File: src/rtl/boot_option_priority_selector_core_defines.svh
// Assertion macros for the boot option priority selector.
// Expects clk and rst_n (synchronous, active low) in the module that uses them.
`ifndef BOOT_OPTION_PRIORITY_SELECTOR_CORE_DEFINES_SVH
`define BOOT_OPTION_PRIORITY_SELECTOR_CORE_DEFINES_SVH

// Consequent must hold in the same cycle as the antecedent
`define BOPS_ASSERT_SAME(lbl, ante, cons, msg) \
  lbl: assert property (@(posedge clk) disable iff (!rst_n) (ante) |-> (cons)) \
    else $error(msg);

// Consequent must hold in the cycle after the antecedent
`define BOPS_ASSERT_NEXT(lbl, ante, cons, msg) \
  lbl: assert property (@(posedge clk) disable iff (!rst_n) (ante) |=> (cons)) \
    else $error(msg);

`endif

File: src/rtl/bops_pkg.sv
// Shared types, codes and helpers for the boot option priority selector.
// No dependencies; used by bops_unit and the top level.
`timescale 1ns / 1ps

package bops_pkg;

  // default sizes of the slot table and the order list
  localparam int SLOTS_DEF       = 16;
  localparam int ORDER_DEPTH_DEF = 16;

  // field widths
  localparam int NUM_W    = 16;
  localparam int REQ_W    = 3;
  localparam int REASON_W = 3;
  localparam int IN_DW    = 24;
  localparam int OUT_DW   = 24;

  // request codes
  localparam logic [REQ_W-1:0] REQ_ADD    = 3'd0;
  localparam logic [REQ_W-1:0] REQ_REMOVE = 3'd1;
  localparam logic [REQ_W-1:0] REQ_ORDER  = 3'd2;
  localparam logic [REQ_W-1:0] REQ_NEXT   = 3'd3;
  localparam logic [REQ_W-1:0] REQ_SELECT = 3'd4;

  // select reason codes
  localparam logic [REASON_W-1:0] RSN_NEXT   = 3'd0;
  localparam logic [REASON_W-1:0] RSN_ORDER  = 3'd1;
  localparam logic [REASON_W-1:0] RSN_SETUP  = 3'd2;
  localparam logic [REASON_W-1:0] RSN_EMPTY  = 3'd3;
  localparam logic [REASON_W-1:0] RSN_FAILED = 3'd4;

  // per-slot attributes kept in RAM; the valid bit lives in flops
  typedef struct packed {
    logic path;
    logic hidden;
    logic active;
  } attr_t;

  // compare unit results
  typedef struct packed {
    logic in_range;
    logic eq;
  } chk_t;

  // bootable once the slot is known valid
  function automatic logic attr_ok(attr_t a);
    return a.active & ~a.hidden & a.path;
  endfunction

endpackage

File: src/rtl/bops_ram.sv
// Generic single-write, single-read RAM with registered read data.
// No dependencies.
`timescale 1ns / 1ps

module bops_ram #(
  parameter int WIDTH = 8,
  parameter int DEPTH = 16,
  localparam int AW = (DEPTH > 1) ? $clog2(DEPTH) : 1
) (
  input  logic             clk,
  input  logic             we,
  input  logic [AW-1:0]    waddr,
  input  logic [WIDTH-1:0] wdata,
  input  logic [AW-1:0]    raddr,
  output logic [WIDTH-1:0] rdata
);

  logic [WIDTH-1:0] mem [DEPTH];
  logic [WIDTH-1:0] rdata_r;

  // write port and registered read port
  always_ff @(posedge clk) begin
    if (we) begin
      mem[waddr] <= wdata;
    end
    rdata_r <= mem[raddr];
  end

  assign rdata = rdata_r;

endmodule

File: src/rtl/bops_unit.sv
// Shared option-number compare unit: range check, slot index and match.
// Depends on bops_pkg.
`timescale 1ns / 1ps

module bops_unit #(
  parameter int SLOTS = bops_pkg::SLOTS_DEF,
  localparam int SAW = (SLOTS > 1) ? $clog2(SLOTS) : 1
) (
  input  logic [bops_pkg::NUM_W-1:0] num,
  input  logic [bops_pkg::NUM_W-1:0] target,
  output bops_pkg::chk_t             chk,
  output logic [SAW-1:0]             slot
);

  import bops_pkg::*;

  logic [NUM_W-1:0] num_m1;

  // option n names slot n-1; zero and anything past the table are out of range
  assign num_m1       = num - NUM_W'(1);
  assign slot         = num_m1[SAW-1:0];
  assign chk.in_range = (num != '0) && ({1'b0, num} <= (NUM_W + 1)'(SLOTS));
  assign chk.eq       = (num == target);

endmodule

File: src/rtl/boot_option_priority_selector_core.sv
// Top level of the boot option priority selector: sequencer, slot valid bits,
// order list and slot attribute RAMs. Depends on bops_pkg, bops_ram, bops_unit.
//
//   port group  | dir | carries
//   ------------+-----+-------------------------------------------------
//   in_*        | in  | request beat: type in tuser, operands in tdata
//   out_*       | out | result beat: status, option, reason, menu flag
//
// One request at a time; in_tready is high only while the sequencer idles.
// Add walks the slot valid bits one per cycle until it finds a free slot.
// Select walks the order list only when boot-next does not qualify, with the
// order RAM read and attribute RAM read overlapped, one entry per cycle.
// Remove frees the slot, then searches the order list and shifts it to close the gap.
// The result register frees the sequencer; a stalled out_tready holds the
// next result in the sequencer until the register drains.
`timescale 1ns / 1ps
`include "boot_option_priority_selector_core_defines.svh"

module boot_option_priority_selector_core #(
  parameter int SLOTS       = bops_pkg::SLOTS_DEF,
  parameter int ORDER_DEPTH = bops_pkg::ORDER_DEPTH_DEF
) (
  input  logic                        clk,
  input  logic                        rst_n,
  // request channel
  input  logic                        in_tvalid,
  output logic                        in_tready,
  // opt_num[15:0], attr_active, attr_hidden, path_present,
  // order_first, setup_key, menu_key, zero pad
  input  logic [bops_pkg::IN_DW-1:0]  in_tdata,
  // req_type
  input  logic [bops_pkg::REQ_W-1:0]  in_tuser,
  // order_last
  input  logic                        in_tlast,
  // result channel
  output logic                        out_tvalid,
  input  logic                        out_tready,
  // status, chosen_option[15:0], select_reason[2:0], menu_flag, zero pad
  output logic [bops_pkg::OUT_DW-1:0] out_tdata
);

  import bops_pkg::*;

  localparam int SAW = (SLOTS > 1) ? $clog2(SLOTS) : 1;
  localparam int OAW = (ORDER_DEPTH > 1) ? $clog2(ORDER_DEPTH) : 1;
  localparam int OCW = $clog2(ORDER_DEPTH + 1);

  typedef enum logic [3:0] {
    ST_IDLE,
    ST_ADD_SCAN,
    ST_RM_CHECK,
    ST_RM_FIND,
    ST_RM_SHIFT,
    ST_ORD_WR,
    ST_SEL_START,
    ST_SEL_NEXT,
    ST_SEL_WALK,
    ST_EMIT
  } state_t;

  state_t state_r, state_nxt;

  // latched request
  logic [NUM_W-1:0] num_r, num_nxt;
  logic             act_r, act_nxt, hid_r, hid_nxt, path_r, path_nxt;
  logic             first_r, first_nxt, setup_r, setup_nxt, mkey_r, mkey_nxt;

  // architectural state
  logic [SLOTS-1:0] valid_r, valid_nxt;
  logic [OCW-1:0]   count_r, count_nxt;
  logic [NUM_W-1:0] next_r, next_nxt;
  logic             menu_r, menu_nxt;

  // walk counters and pipeline
  logic [SAW-1:0]   scan_r, scan_nxt;
  logic [OCW-1:0]   idx_r, idx_nxt;
  logic             p1_vld_r, p1_vld_nxt, p1_last_r, p1_last_nxt;
  logic [OCW-1:0]   p1_pos_r, p1_pos_nxt;
  logic             p2_vld_r, p2_vld_nxt, p2_last_r, p2_last_nxt;
  logic             p2_ok_r, p2_ok_nxt, nb_ok_r, nb_ok_nxt;
  logic [NUM_W-1:0] p2_num_r, p2_num_nxt;

  // pending result and output register
  logic                res_status_r, res_status_nxt;
  logic [NUM_W-1:0]    res_chosen_r, res_chosen_nxt;
  logic [REASON_W-1:0] res_reason_r, res_reason_nxt;
  logic                out_vld_r, out_vld_nxt, out_status_r, out_status_nxt;
  logic [NUM_W-1:0]    out_chosen_r, out_chosen_nxt;
  logic [REASON_W-1:0] out_reason_r, out_reason_nxt;
  logic                out_menu_r, out_menu_nxt;

  // RAM ports and compare unit
  logic             ord_we;
  logic [OAW-1:0]   ord_waddr, ord_raddr;
  logic [NUM_W-1:0] ord_wdata, ord_rdata;
  logic             attr_we;
  attr_t            attr_wdata, attr_rdata;
  logic [NUM_W-1:0] u_num;
  chk_t             chk;
  logic [SAW-1:0]   u_slot;

  logic           in_acc, walk_more, walk_last;
  logic [OCW-1:0] cnt_eff, pos_m1;

  assign in_tready = (state_r == ST_IDLE);
  assign in_acc    = in_tvalid & in_tready;
  assign walk_more = (idx_r < count_r);
  assign walk_last = (idx_r == count_r - OCW'(1));
  assign cnt_eff   = first_r ? '0 : count_r;
  assign pos_m1    = p1_pos_r - OCW'(1);

  // compare unit operand select
  always_comb begin
    case (state_r)
      ST_RM_CHECK:  u_num = num_r;
      ST_SEL_START: u_num = next_r;
      default:      u_num = ord_rdata;
    endcase
  end

  bops_unit #(.SLOTS(SLOTS)) u_unit (
    .num    (u_num),
    .target (num_r),
    .chk    (chk),
    .slot   (u_slot)
  );

  bops_ram #(.WIDTH(NUM_W), .DEPTH(ORDER_DEPTH)) u_order_ram (
    .clk   (clk),
    .we    (ord_we),
    .waddr (ord_waddr),
    .wdata (ord_wdata),
    .raddr (ord_raddr),
    .rdata (ord_rdata)
  );

  bops_ram #(.WIDTH($bits(attr_t)), .DEPTH(SLOTS)) u_attr_ram (
    .clk   (clk),
    .we    (attr_we),
    .waddr (scan_r),
    .wdata (attr_wdata),
    .raddr (u_slot),
    .rdata (attr_rdata)
  );

  assign attr_wdata = '{path: path_r, hidden: hid_r, active: act_r};

  // sequencer
  always_comb begin
    state_nxt      = state_r;
    num_nxt        = num_r;
    act_nxt        = act_r;
    hid_nxt        = hid_r;
    path_nxt       = path_r;
    first_nxt      = first_r;
    setup_nxt      = setup_r;
    mkey_nxt       = mkey_r;
    valid_nxt      = valid_r;
    count_nxt      = count_r;
    next_nxt       = next_r;
    menu_nxt       = menu_r;
    scan_nxt       = scan_r;
    idx_nxt        = idx_r;
    p1_vld_nxt     = 1'b0;
    p1_last_nxt    = p1_last_r;
    p1_pos_nxt     = p1_pos_r;
    p2_vld_nxt     = 1'b0;
    p2_last_nxt    = p2_last_r;
    p2_ok_nxt      = p2_ok_r;
    p2_num_nxt     = p2_num_r;
    nb_ok_nxt      = nb_ok_r;
    res_status_nxt = res_status_r;
    res_chosen_nxt = res_chosen_r;
    res_reason_nxt = res_reason_r;
    out_vld_nxt    = out_vld_r;
    out_status_nxt = out_status_r;
    out_chosen_nxt = out_chosen_r;
    out_reason_nxt = out_reason_r;
    out_menu_nxt   = out_menu_r;
    ord_we         = 1'b0;
    ord_waddr      = idx_r[OAW-1:0];
    ord_wdata      = num_r;
    ord_raddr      = idx_r[OAW-1:0];
    attr_we        = 1'b0;

    // output register drains on its own
    if (out_vld_r && out_tready) begin
      out_vld_nxt = 1'b0;
    end

    case (state_r)
      ST_IDLE: begin
        if (in_acc) begin
          num_nxt        = in_tdata[15:0];
          act_nxt        = in_tdata[16];
          hid_nxt        = in_tdata[17];
          path_nxt       = in_tdata[18];
          first_nxt      = in_tdata[19];
          setup_nxt      = in_tdata[20];
          mkey_nxt       = in_tdata[21];
          res_status_nxt = 1'b0;
          res_chosen_nxt = '0;
          res_reason_nxt = RSN_NEXT;
          scan_nxt       = '0;
          idx_nxt        = '0;
          case (in_tuser)
            REQ_ADD:    state_nxt = ST_ADD_SCAN;
            REQ_REMOVE: state_nxt = ST_RM_CHECK;
            REQ_ORDER:  state_nxt = ST_ORD_WR;
            REQ_NEXT: begin
              next_nxt  = in_tdata[15:0];
              state_nxt = ST_EMIT;
            end
            REQ_SELECT: state_nxt = ST_SEL_START;
            default: begin
              res_status_nxt = 1'b1;
              state_nxt      = ST_EMIT;
            end
          endcase
        end
      end

      // first free slot, one per cycle
      ST_ADD_SCAN: begin
        if (!valid_r[scan_r]) begin
          attr_we           = 1'b1;
          valid_nxt[scan_r] = 1'b1;
          res_chosen_nxt    = NUM_W'(scan_r) + NUM_W'(1);
          state_nxt         = ST_EMIT;
        end else if (scan_r == SAW'(SLOTS - 1)) begin
          res_status_nxt = 1'b1;
          state_nxt      = ST_EMIT;
        end else begin
          scan_nxt = scan_r + SAW'(1);
        end
      end

      // option must exist; free its slot
      ST_RM_CHECK: begin
        if (!(chk.in_range && valid_r[u_slot])) begin
          res_status_nxt = 1'b1;
          state_nxt      = ST_EMIT;
        end else begin
          valid_nxt[u_slot] = 1'b0;
          idx_nxt           = '0;
          state_nxt         = (count_r == '0) ? ST_EMIT : ST_RM_FIND;
        end
      end

      // search the order list for the first entry naming the option
      ST_RM_FIND: begin
        if (walk_more) begin
          p1_vld_nxt  = 1'b1;
          p1_last_nxt = walk_last;
          p1_pos_nxt  = idx_r;
          idx_nxt     = idx_r + OCW'(1);
        end
        if (p1_vld_r) begin
          if (chk.eq) begin
            idx_nxt    = p1_pos_r + OCW'(1);
            p1_vld_nxt = 1'b0;
            state_nxt  = ST_RM_SHIFT;
          end else if (p1_last_r) begin
            p1_vld_nxt = 1'b0;
            state_nxt  = ST_EMIT;
          end
        end
      end

      // close the gap: read entry k, write it back at k-1 in the following cycle
      ST_RM_SHIFT: begin
        if (walk_more) begin
          p1_vld_nxt = 1'b1;
          p1_pos_nxt = idx_r;
          idx_nxt    = idx_r + OCW'(1);
        end
        if (p1_vld_r) begin
          ord_we    = 1'b1;
          ord_waddr = pos_m1[OAW-1:0];
          ord_wdata = ord_rdata;
        end
        if (!walk_more && !p1_vld_r) begin
          count_nxt = count_r - OCW'(1);
          state_nxt = ST_EMIT;
        end
      end

      // append one order entry (order_first restarts the list), entries past capacity dropped
      ST_ORD_WR: begin
        if (cnt_eff < OCW'(ORDER_DEPTH)) begin
          ord_we    = 1'b1;
          ord_waddr = cnt_eff[OAW-1:0];
          count_nxt = cnt_eff + OCW'(1);
        end else begin
          count_nxt = cnt_eff;
        end
        state_nxt = ST_EMIT;
      end

      // hotkeys, then look up the boot-next slot
      ST_SEL_START: begin
        if (mkey_r) begin
          menu_nxt = 1'b1;
        end
        if (setup_r) begin
          res_reason_nxt = RSN_SETUP;
          state_nxt      = ST_EMIT;
        end else begin
          nb_ok_nxt = chk.in_range && valid_r[u_slot];
          state_nxt = ST_SEL_NEXT;
        end
      end

      ST_SEL_NEXT: begin
        if (nb_ok_r && attr_ok(attr_rdata)) begin
          res_chosen_nxt = next_r;
          res_reason_nxt = RSN_NEXT;
          state_nxt      = ST_EMIT;
        end else if (count_r == '0) begin
          res_reason_nxt = RSN_EMPTY;
          state_nxt      = ST_EMIT;
        end else begin
          idx_nxt   = '0;
          state_nxt = ST_SEL_WALK;
        end
      end

      // order walk: list read, attribute read, check; one entry per cycle
      ST_SEL_WALK: begin
        if (walk_more) begin
          p1_vld_nxt  = 1'b1;
          p1_last_nxt = walk_last;
          idx_nxt     = idx_r + OCW'(1);
        end
        p2_vld_nxt  = p1_vld_r;
        p2_last_nxt = p1_last_r;
        p2_num_nxt  = ord_rdata;
        p2_ok_nxt   = chk.in_range && valid_r[u_slot];
        if (p2_vld_r) begin
          if (p2_ok_r && attr_ok(attr_rdata)) begin
            res_chosen_nxt = p2_num_r;
            res_reason_nxt = RSN_ORDER;
            p1_vld_nxt     = 1'b0;
            p2_vld_nxt     = 1'b0;
            state_nxt      = ST_EMIT;
          end else if (p2_last_r) begin
            res_reason_nxt = RSN_FAILED;
            p1_vld_nxt     = 1'b0;
            p2_vld_nxt     = 1'b0;
            state_nxt      = ST_EMIT;
          end
        end
      end

      // hand the result to the output register
      ST_EMIT: begin
        if (!out_vld_r || out_tready) begin
          out_vld_nxt    = 1'b1;
          out_status_nxt = res_status_r;
          out_chosen_nxt = res_chosen_r;
          out_reason_nxt = res_reason_r;
          out_menu_nxt   = menu_r;
          state_nxt      = ST_IDLE;
        end
      end

      default: state_nxt = ST_IDLE;
    endcase
  end

  // state and registered outputs
  always_ff @(posedge clk) begin
    if (!rst_n) begin
      state_r   <= ST_IDLE;
      valid_r   <= '0;
      count_r   <= '0;
      next_r    <= '0;
      menu_r    <= 1'b0;
      p1_vld_r  <= 1'b0;
      p2_vld_r  <= 1'b0;
      out_vld_r <= 1'b0;
    end else begin
      state_r   <= state_nxt;
      valid_r   <= valid_nxt;
      count_r   <= count_nxt;
      next_r    <= next_nxt;
      menu_r    <= menu_nxt;
      p1_vld_r  <= p1_vld_nxt;
      p2_vld_r  <= p2_vld_nxt;
      out_vld_r <= out_vld_nxt;
    end
    num_r        <= num_nxt;
    act_r        <= act_nxt;
    hid_r        <= hid_nxt;
    path_r       <= path_nxt;
    first_r      <= first_nxt;
    setup_r      <= setup_nxt;
    mkey_r       <= mkey_nxt;
    scan_r       <= scan_nxt;
    idx_r        <= idx_nxt;
    p1_last_r    <= p1_last_nxt;
    p1_pos_r     <= p1_pos_nxt;
    p2_last_r    <= p2_last_nxt;
    p2_ok_r      <= p2_ok_nxt;
    p2_num_r     <= p2_num_nxt;
    nb_ok_r      <= nb_ok_nxt;
    res_status_r <= res_status_nxt;
    res_chosen_r <= res_chosen_nxt;
    res_reason_r <= res_reason_nxt;
    out_status_r <= out_status_nxt;
    out_chosen_r <= out_chosen_nxt;
    out_reason_r <= out_reason_nxt;
    out_menu_r   <= out_menu_nxt;
  end

  assign out_tvalid = out_vld_r;
  assign out_tdata  = {3'b000, out_menu_r, out_reason_r, out_chosen_r, out_status_r};

  // checks
  `BOPS_ASSERT_NEXT(a_busy_after_beat, in_acc, !in_tready, "ready after accepted beat")
  `BOPS_ASSERT_SAME(a_count_bound, 1'b1, count_r <= OCW'(ORDER_DEPTH), "order count overflow")
  `BOPS_ASSERT_NEXT(a_menu_sticky, menu_r, menu_r, "menu flag cleared")
  `BOPS_ASSERT_SAME(a_walk_pipe, p2_vld_r, state_r == ST_SEL_WALK, "walk stage live outside walk")
  `BOPS_ASSERT_SAME(a_order_pick, out_vld_r && out_reason_r == RSN_ORDER, out_chosen_r != '0,
                    "order pick without option")

endmodule
File: config.mk
export PLATFORM = sky130hd
export DESIGN_NAME = boot_option_priority_selector_core
export DESIGN_NICKNAME = d
export VERILOG_FILES = /design/src/rtl/bops_pkg.sv /design/src/rtl/bops_ram.sv /design/src/rtl/bops_unit.sv /design/src/rtl/boot_option_priority_selector_core.sv
export VERILOG_INCLUDE_DIRS = /design/src /design/src/rtl
export SDC_FILE = /design/constraint.sdc
export NUM_CORES = 1
export LEC_CHECK = 0
export ABC_AREA = 0
export BUFFER_PORTS_ARGS = -buffer_cell sky130_fd_sc_hd__buf_2
export CAP_MARGIN = 25
export CORE_ASPECT_RATIO = 0.5
export CORE_MARGIN = 2
export CORE_UTILIZATION = 50
export CTS_CLUSTER_SIZE = 30
export DETAILED_ROUTE_END_ITERATION = 16
export PLACE_DENSITY = 0.72
export SLEW_MARGIN = 10
export SYNTH_ARGS = -nofsm -noshare
export SYNTH_HDL_FRONTEND = slang
export SYNTH_HIERARCHICAL = 1
export SYNTH_SLANG_ARGS = --single-unit
File: constraint.sdc
create_clock -name clk -period 9 [get_ports clk]
set_input_delay 0.9 -clock clk [delete_from_list [all_inputs] [get_ports clk]]
set_output_delay 0.9 -clock clk [all_outputs]
set_load 0.005 [all_outputs]
==> impl_summary.log <==
[metrics] Worst-Margin Slew: 1.092 ns
[metrics] antenna-violating nets left: 0
[metrics] Synth warnings: 6
[metrics] Reg clk slew, reported paths: 0.07 ns
[metrics] die extent in y: 143.4 µm
[metrics] count of port buffers added during placement: 51
[metrics] total wire length: 42.43 mm
[metrics] critical path arrival: 5.49 ns
[metrics] Post-DP HPWL: 26.65 mm
[metrics] iteration count of the initial detailed-routing pass: 8
[metrics] Total Power: 6.636 mW
[metrics] number of antenna violations at the first check in global routing: 0
[metrics] Worst Setup End Kind: flop
[metrics] Async SR Flop Fraction: 0%
[metrics] top area cells in the synthesized netlist: sky130_fd_sc_hd__edfxtp_1 (62%), sky130_fd_sc_hd__mux4_2 (6.8%), sky130_fd_sc_hd__dfxtp_1 (6.6%)
[metrics] peak clock frequency supported by timing: 187.9 MHz
[metrics] buffers and inverters on the worst path: 4
[metrics] combined flip-flop and latch cell area: 13320 µm²
[metrics] routed vias/inst: 6.049
[metrics] global-route wire length before repair: 64.69 mm
[metrics] cts hold-fix bufs: 0
[metrics] dpl ws: 3.447 ns
[metrics] type of origin of the critical path: flop
[metrics] number of distinct library cells after synthesis: 70
[metrics] Yosys top cell by area: sky130_fd_sc_hd__edfxtp_1
[metrics] Max Slew Vio Count: 0
[metrics] startpoint-to-endpoint class of the critical path: reg2reg
[metrics] required time at the worst-slack endpoint: 9.17 ns
[metrics] post-CTS sizing: 0
[metrics] Core Rows: 50
[metrics] maxcap violations: 0
[metrics] die outline area: 40540 µm²
[metrics] antenna cells: 0
[metrics] maximum fanout count along the critical path: 23
[metrics] worst stage delay on the critical path: 0.79 ns
[metrics] clock tree from TritonCTS: done
[metrics] Worst Setup Slack, final: 3.678 ns
[metrics] primary flip-flop cell chosen by synthesis mapping: sky130_fd_sc_hd__edfxtp_1
[metrics] RSZ-0062 raised after global routing: false
[metrics] most common cell after layout, fill and taps aside: sky130_fd_sc_hd__edfxtp_1
[metrics] via count of the first global-routing pass: 10880
[metrics] total negative slack for setup checks: 0 ns
[metrics] CP delay by family, top: simple AND/OR/NAND/NOR gates
[metrics] area occupied by multi-input gates: 5672 µm²
[metrics] total power density per cell area: 306.0 nW/µm²
[metrics] share of layout cells above drive strength 1: 18.11%
[metrics] static leakage power: 7.403 nW
[metrics] Seq/Total Area, Yosys: 68.58%
[metrics] number of storage elements in the synthesis netlist: 465
[metrics] post-synthesis area per instance: 16.10 µm²
[metrics] post-CTS repair timing setup buffer count: 0
[metrics] cell type of the slowest stage on the worst timing path: sky130_fd_sc_hd__dfxtp_1
[metrics] placed insts: 1746
[metrics] class of the most critical hold timing path: reg2reg
[metrics] Floorplan Core Area: 37850 µm²
[metrics] final-report setup violation count: 0
[metrics] maximum vdd ir drop: 0.2238 mV
[metrics] number of top-level design ports: 58
[metrics] number of buffers on the longest clock path: 3
[metrics] Filler Cell Count: 2833
[metrics] synthesis-to-finish area growth: 11.62%
[metrics] Skew-Pair Late Insertion Delay: 0.55 ns
[metrics] Most common cell on crit path: sky130_fd_sc_hd__inv_1
[metrics] via count of the routed design: 11030
[metrics] detailed-route wire length per cell: 23.28 µm
[metrics] DRC violation count after routing: 0
[metrics] CTS buffer count: 41
[metrics] TritonCTS sink count: 465
[metrics] portion of synthesized cell area occupied by the leading cell type: 61.98%
[metrics] H-tree depth: 2
[metrics] number of synthesized flops with an enable pin: 401
[metrics] pin count of the biggest net entering global routing: 72
[metrics] Initial Utilization: 51.33%
[metrics] Final #Nets: 1320
[metrics] number of DRC violations after detailed-routing iteration 0: 888
[metrics] relative slew slack: 27.12%
[metrics] final worst-path cycle share: 59.14%
[metrics] GRT Overall Usage: 21.21%
[metrics] outcome: completed
[metrics] final period demand of the worst path: 5.322 ns
[metrics] non-filler cells in the finished layout: 1823
[metrics] Hold Vio Cnt, Final: 0
[metrics] post-route clock skew: 0.02177 ns
[metrics] crit path cell chain: nand2_1, a222oi_1, inv_1, inv_1, ha_1, inv_1, buf_16, mux2i_1, a221oi_1, a22o_1, nor2_1, nor3_1
[metrics] floorplan die width: 282.8 µm
[metrics] netlist area before placement: 19430 µm²
[metrics] clock root buffer: sky130_fd_sc_hd__clkbuf_16
[metrics] Post-Syn Instances: 1207
[metrics] GRT Residual Overflow: 0
[metrics] most used cells in the layout excluding fill and tap cells: sky130_fd_sc_hd__edfxtp_1 (401), sky130_fd_sc_hd__nor2_1 (80), sky130_fd_sc_hd__nand2_1 (66)
[metrics] gp weighted congestion: 0.8890
[Yosys cell counts, drive strengths merged, types with 21 or more instances]
cell	n
edfxtp	401
nor2	81
mux4	79
nand2	66
dfxtp	64
a22oi	39
clkbuf	39
inv	37
a21oi	34
xnor2	29
mux2i	28
buf	26
nand3	25
nor3	23
o21ai	21
[per-stage QoR]
| stage | util (%) | hold WS, ns | area (µm²) |
|---|---|---|---|
| final | 57.29 | 0.4193 | 21680 |
| after global routing | 57.29 | 0.4280 | 21680 |
| after CTS | 57.19 | 0.4197 | 21650 |
| after detailed placement | 53.64 | 0.4045 | 20300 |
| after global placement | 53.53 | 0.4039 | 20260 |
| after floorplan | - | 0.4003 | 19430 |
[where the power goes]
| part | leakage (nW) | internal (mW) | switching, mW |
|---|---|---|---|
| clock network | 0.653 | 1.01 | 0.745 |
| logic | 2.57 | 0.819 | 1.13 |
| registers | 4.18 | 2.70 | 0.226 |
[layer usage]
layer | part of all wire [%] | GRT usage, % | vias up
met5 | 0 | 0 | -
met4 | 1.6 | 4.845 | 0
met3 | 6.7 | 3.528 | 56
met2 | 48 | 34.67 | 413
met1 | 44 | 30.17 | 5641
li1 | - | - | 4918
[layout make-up]
| cell class | count | share of cell area, % |
|---|---|---|
| inverter | 38 | 0.6578 |
| clock inverter | 12 | 0.7963 |
| tap | 520 | 3.000 |
| timing repair buffer | 84 | 2.556 |
| clock buffer | 63 | 5.395 |
| multi-input combinational | 641 | 26.16 |
| sequential | 465 | 61.44 |
[logic make-up (layout without fill, tap and decap cells)]
group                      count (synthesis)  in the layout  share of synthesized area, %
DFF                                      465            465                         68.58
other                                      1              3                       0.01930
AOI/OAI and AO/OA                        187            187                         7.155
buffers and inverters                    103            197                         2.447
adders and majority gates                 18             18                         1.146
muxes                                    125            125                         12.03
and+or+nand+nor                          268            268                         6.743
xor gates and xnor gates                  40             40                         1.881
[flip-flops by register name, summed over array words and instances, names as in the netlist, 5 cells and up]
name               count
u_order_ram/mem      256
u_attr_ram/mem        48
next_r                16
num_r                 16
out_chosen_r          16
p2_num_r              16
res_chosen_r          16
u_order_ram/rdata     16
valid_r               16
count_r                5
idx_r                  5
p1_pos_r               5
[final timing paths]
kind / slack [ns] / endpoint / depth (start not counted) / from
max: 3.68 / idx_r[0] / 12 / state_r[1]
max reg2reg: 3.68 / idx_r[0] / 12 / state_r[1]
min reg2reg: 0.42 / out_reason_r[0] / 0 / res_reason_r[0]
min: 0.42 / out_reason_r[0] / 0 / res_reason_r[0]
Power figures use the tool's default switching activity.
